`src/design/rmq_div.sv`:
```
`default_nettype none
// pipelined restoring divider: one quotient bit per stage, unsigned
// quotient = floor(num / den), truncated to QW bits; tag travels alongside
module rmq_div #(
  parameter int NW = 32,
  parameter int DW = 16,
  parameter int QW = 32,
  parameter int TW = 8
) (
  input  wire logic          clk,
  input  wire logic          rst_n,
  input  wire logic          in_valid,
  input  wire logic [NW-1:0] in_num,
  input  wire logic [DW-1:0] in_den,
  input  wire logic [TW-1:0] in_tag,
  output logic               out_valid,
  output logic [QW-1:0]      out_quot,
  output logic [TW-1:0]      out_tag
);

  localparam int RW = DW + 1;

  logic [NW-1:0]   vld_r;
  logic [NW-1:0]   num_r [NW+1];
  logic [DW-1:0]   den_r [NW+1];
  logic [RW-1:0]   rem_r [NW+1];
  logic [QW-1:0]   quo_r [NW+1];
  logic [TW-1:0]   tag_r [NW+1];

  // stage 0 load
  always_comb begin
    num_r[0] = in_num;
    den_r[0] = in_den;
    rem_r[0] = '0;
    quo_r[0] = '0;
    tag_r[0] = in_tag;
  end

  // valid bit k marks the data leaving stage k
  always_ff @(posedge clk) begin
    if (!rst_n) begin
      vld_r <= '0;
    end else begin
      vld_r <= {vld_r[NW-2:0], in_valid};
    end
  end

  for (genvar g = 0; g < NW; g++) begin : g_stage
    logic [RW:0]   trial_nxt;
    logic [RW:0]   shifted;
    // shift in next numerator bit, subtract if it fits
    always_comb begin
      shifted   = {rem_r[g], num_r[g][NW-1-g]};
      trial_nxt = shifted - {2'b00, den_r[g]};
    end
    always_ff @(posedge clk) begin
      num_r[g+1] <= num_r[g];
      den_r[g+1] <= den_r[g];
      tag_r[g+1] <= tag_r[g];
      if (!trial_nxt[RW]) begin
        rem_r[g+1] <= trial_nxt[RW-1:0];
        quo_r[g+1] <= {quo_r[g][QW-2:0], 1'b1};
      end else begin
        rem_r[g+1] <= shifted[RW-1:0];
        quo_r[g+1] <= {quo_r[g][QW-2:0], 1'b0};
      end
    end
  end

  assign out_valid = vld_r[NW-1];
  assign out_quot  = quo_r[NW];
  assign out_tag   = tag_r[NW];

endmodule
`default_nettype wire

```
`config.mk`:
```
export PLATFORM = sky130hd
export DESIGN_NAME = rmq_div
export DESIGN_NICKNAME = d
export VERILOG_FILES = /design/src/design/rmq_div.sv
export SDC_FILE = /design/constraint.sdc
export NUM_CORES = 2
export LEC_CHECK = 0
export ABC_AREA = 1
export BUFFER_PORTS_ARGS = -buffer_cell sky130_fd_sc_hd__buf_4
export CAP_MARGIN = 20
export CORE_UTILIZATION = 40
export CTS_CLUSTER_DIAMETER = 200
export CTS_CLUSTER_SIZE = 8
export DETAILED_ROUTE_END_ITERATION = 10
export GPL_ROUTABILITY_DRIVEN = 0
export GPL_TIMING_DRIVEN = 0
export PLACE_DENSITY = 0.54
export SLEW_MARGIN = 20
export SYNTH_ARGS = -nofsm -noshare
export SYNTH_HDL_FRONTEND = slang
export SYNTH_SLANG_ARGS = --single-unit
```
`constraint.sdc`:
```
create_clock -name clk -period 1.9 [get_ports clk]
set_input_delay 0.095 -clock clk [delete_from_list [all_inputs] [get_ports clk]]
set_output_delay 0.095 -clock clk [all_outputs]
set_load 0.02 [all_outputs]
```
======== After elaboration in Yosys (flattened, before gate mapping) ========
Cells that the tools add are included.
storage, ports and cells
  flip-flop bits (word level) ............. 2335
  bits of input ports ..................... 59
cells by class
  add/sub/neg operators ................... 32
  multiplexer cells ....................... 63
operator list
  operator          number
  $sub A18 B16 Y18  31
  $mux W17          30
  $mux W1           33
  $sub A1 B16 Y17   1

======== Logic depth before layout (Yosys ltp) ========
  depth after elaboration ................. 2
  depth in mapped cells ................... 14
  depth with buffers taken out ............ 14

======== Least setup slack after synthesis ========
OpenSTA, ideal clock, no wires.
  kind .................................... reg-to-reg
  from .................................... reg den_r[247] in the netlist's numbering
  to ...................................... reg rem_r (netlist bit g_stage[18].shifted[4])
  arrival ................................. 1610 ps
  data required time ...................... 1788 ps
  setup slack ............................. 177 ps
  stages on the path, launching flop included .. 14
  buffers on the path ..................... 1
  clock period less this slack ............ 1723 ps
  path through ............................ dfxtp_1 inv_1 ha_1 nand2_2 inv_2 nand2_1 nand2_2 inv_2 nand3_2 nand2_4 nand3_4 buf_6 nand3_2 nand2_1
on the way
  word-level cells in the longest chain between the ends .. 2
RTL lines
  item                              line  source
  start: declaration                25    logic [DW-1:0] den_r [NW+1];
  start signal: indexed assignment  58    den_r[g+1] <= den_r[g];
  $sub A18 B16 Y18                  54    trial_nxt = shifted - {2'b00, den_r[g]};
  $mux W17                          60    if (!trial_nxt[RW]) begin
  end signal: indexed assignment    61    rem_r[g+1] <= trial_nxt[RW-1:0];
  end signal: indexed assignment    64    rem_r[g+1] <= shifted[RW-1:0];
  end: declaration                  26    logic [RW-1:0] rem_r [NW+1];
Every way passes these cells.
A chain may end at the register's enable or synchronous reset.

======== Final worst setup path ========
  from .................................... reg num_r (netlist bit g_stage[3].shifted[0])
  to ...................................... reg rem_r (netlist bit g_stage[4].shifted[15])
on the way
  word-level cells in the longest chain between the ends .. 2
RTL lines
  item                              line  source
  start: declaration                24    logic [NW-1:0] num_r [NW+1];
  start signal: indexed assignment  57    num_r[g+1] <= num_r[g];
  $sub A18 B16 Y18                  54
  $mux W17                          60
Every way passes these cells.

==> impl_metrics.csv <==
group,metric,value,unit
status,status,"complete, but fails checks",
status,failed_checks,"design-rule violations, negative setup slack",
sta,fin_worst_skew,0.0767,ns
synthesis,synth.area.top_cells,"dfxtp_1, nand2_1, inv_1, ha_1, nand3_1",
sta,rsz0062_at_grt,"true",
synthesis,postSynthAreaPerCell,8.34,um2
synthesis,post-synth-top-area-fraction,48.8,%
global_route,grt-ovfl-total,0,
pwr,pwr-share-comb,51.9,%
finish,multiInputGateArea,51400,um2
sta,hold_viol_final,0,
synthesis,synth-edff-count,0,
placed_design,hpwl,165000,um
critical_path,regToRegStartpoint,"g_stage[3].shifted[0]$_DFF_P_",
floorplan,start_util,40.3,%
finish,most-common-layout-cells,"nand2_1, dfxtp_1, inv_1",
route,viasPerCell,4.72,
sta,slew_headroom,54.6,%
floorplan,dieWidth,491,um
pwr,p_switching,103,mW
cts,cts_sinks,2335,
placed_design,pre_cts_ws,-0.374,ns
cts,cts_root_buf,"clkbuf_16",
floorplan,die_area,242000,um2
cts,htreeDepth,5,
pwr,seqPwrFrac,28.2,%
synthesis,syn-instance-count,11486,
critical_path,cp.arrival,2.70,ns
sta,fin_crit_sh,101,%
route,routedWlPerCell,15.4,um
cts,cts_tree,"done",
floorplan,die_h,491,um
critical_path,required,2.67,ns
sta,final_max_slew_viol_count,0,
pwr,power.total,257,mW
synthesis,yosysTopAreaCell,"dfxtp_1",
finish,area_growth,37.6,%
sta,tightest_slew,0.675,ns
critical_path,start_kind,"flip-flop",
placed_design,portBuffers,99,
route,drt-total-wl,247000,um
global_route,grt_pass1_vias,71973,
pwr,cellLeakagePower,64.5,nW
finish,post-route-util,55.4,%
finish,seq_area,47700,um2
worst_hold_path,hp-class,"in -> reg",
route,drt_iter0_drc,4286,
finish,layout_commonest_cell,"nand2_1",
synthesis,ys_async_sr_fraction,0,%
finish,fin_cells,16019,
pwr,vdd_drop_max,1020,uV
finish,layout.nets,13422,
floorplan,io_pins,100,
worst_hold_path,hp-start,"in_den[1]",
global_route,grt_first_pass_wirelength,371000,um
synthesis,synth_ff_type,"dfxtp_1",
pwr,p_clk_share,19.9,%
global_route,antenna_found_initial,4,
critical_path,critical_path_class,"reg -> reg",
critical_path,worst_setup_path_end_kind,"flip-flop",
route,drt_pre_antenna_iters,10,
synthesis,ys_types,39,
route,ant_nets,0,
pwr,powerDensity,1950,nW/um2
finish,n_fill_cell,20476,
floorplan,core_area,238000,um2
critical_path,crit_start,"g_stage[3].shifted[0]$_DFF_P_",
floorplan,row_count,179,
sta,period_minus_slack,1.93,ns
critical_path,crit_fanout,4,
synthesis,ys_warn_count,0,
sta,setup_viol_count_final,3,
cts,cts_buffers,341,
pwr,power.share.switching,40.0,%
placed_design,dpl.cell_count,14759,
synthesis,seq_area_frac_synth,48.8,%
global_route,grt_max_degree,18,
finish,drive_above_1_share,36.5,%
global_route,grt_usage,18.8,%
route,via_count,75662,
sta,holdWs,0.0760,ns
sta,fmax,0.519,GHz
pwr,intPower,154,mW
synthesis,synth_area,95800,um2
cts,clkLatencyLatePin,0.93,ns
cts,clk_pin_slew,0.05,ns
sta,fin_ws,-0.0276,ns
cts,clk_path_buf_depth,4,
synthesis,ys_seq_elements,2335,
run,max_cap_violations,0,
route,drc,8,
==> sequential cells by signal (all words and copies together) (netlist names) <==
register,flops
out_quot,32
vld_r,32
tag_r,248
num_r,465
out_tag,8
quo_r,496
den_r,496
g_stage.shifted,558
==> routing by layer <==
layer  part of all wire, %  global-route usage, %
met1                    44                   24.4
met2                    47                   31.4
met3                   4.6                   2.68
met4                   3.7                   7.26
met5                     0                      0
==> cells in the mapped netlist (53+ instances only) <==
cell,count
nor3_1,60
nand2_4,111
inv_2,139
buf_6,86
a21oi_1,247
nand3_2,453
or2_2,58
inv_1,1961
nand2_2,105
nor2_2,59
nand3_1,1001
nand2_1,3395
xor2_1,122
xnor2_1,88
and2_1,62
nand3_4,53
nand4_1,94
dfxtp_1,2335
nor2_4,54
nor2_1,319
ha_1,497
==> timing repair <==
item	in CTS	in global routing
gates cloned	22	79
pin swaps	220	949
endpoints found under the hold margin	97	0
hold buffers	117	0
buffers inserted	231	456
gates resized for setup	1329	1775
setup endpoints to repair	518	532
==> worst paths after layout <==
kind	endpoint	slack [ns]	depth (start not counted)
worst max-delay path	g_stage[4].shifted[15]$_DFF_P_	-0.03	13
worst min-delay path	g_stage[1].shifted[6]$_SDFF_PN0_	0.08	4
worst max register to register	g_stage[4].shifted[15]$_DFF_P_	-0.03	13
worst min register to register	quo_r[585]$_DFF_P_	0.29	0
==> power by group through the flow <==
| stage | clock [mW] | combinational [mW] | sequential (mW) |
|---|---|---|---|
| floorplan | 0 | 72.4 | 66.9 |
| global placement | 0 | 90.7 | 70.4 |
| detailed placement | 0 | 91.7 | 70.4 |
| CTS | 53.1 | 109 | 71.5 |
| global route | 55.3 | 145 | 73.6 |
| finish | 51.2 | 133 | 72.4 |
==> through the flow <==
stage | TNS (ns) | cell area, um2
detailed placement | -75.68 | 101000
global route | -7.97 | 132000
global placement | -62.99 | 101000
floorplan | 0 | 95900
CTS | -0.756 | 121000
finish | -0.0523 | 132000
==> logic make-up (layout without fill, tap and decap cells) <==
kind of cell               after synthesis  in the layout  synth area share, %
and+or+nand+nor                       5831           5851                 30.3
adders and majority gates              527            527                 7.11
buffers and inverters                 2264           3600                 10.1
other                                    1             11              0.00391
DFF                                   2335           2335                 48.8
AOI/OAI and AO/OA                      318            318                 1.85
xor gates and xnor gates               210            210                 1.92
==> critical path: stages (launching register included) <==
cell	delay, ns
dfxtp_4	0.37
inv_2	0.05
ha_4	0.16
fa_2	0.41
inv_2	0.07
nand2_2	0.07
nand2_4	0.11
nand3_4	0.09
nand2_4	0.11
nand2_2	0.06
nand3_1	0.09
nand2_1	0.08
nand3_2	0.08
nand2_2	0.05
==> final cells by class <==
| type | instances | share of cell area [%] |
|---|---|---|
| timing repair buffer | 982 | 7.48 |
| multi-input combinational | 6914 | 39.0 |
| clock inverter | 9 | 0.0986 |
| sequential | 2335 | 36.1 |
| antenna | 3 | 0.00569 |
| tap | 3167 | 3.00 |
| buffer | 162 | 1.74 |
| inverter | 2100 | 6.01 |
| clock buffer | 347 | 6.57 |
(Power assumes the default switching activity.)
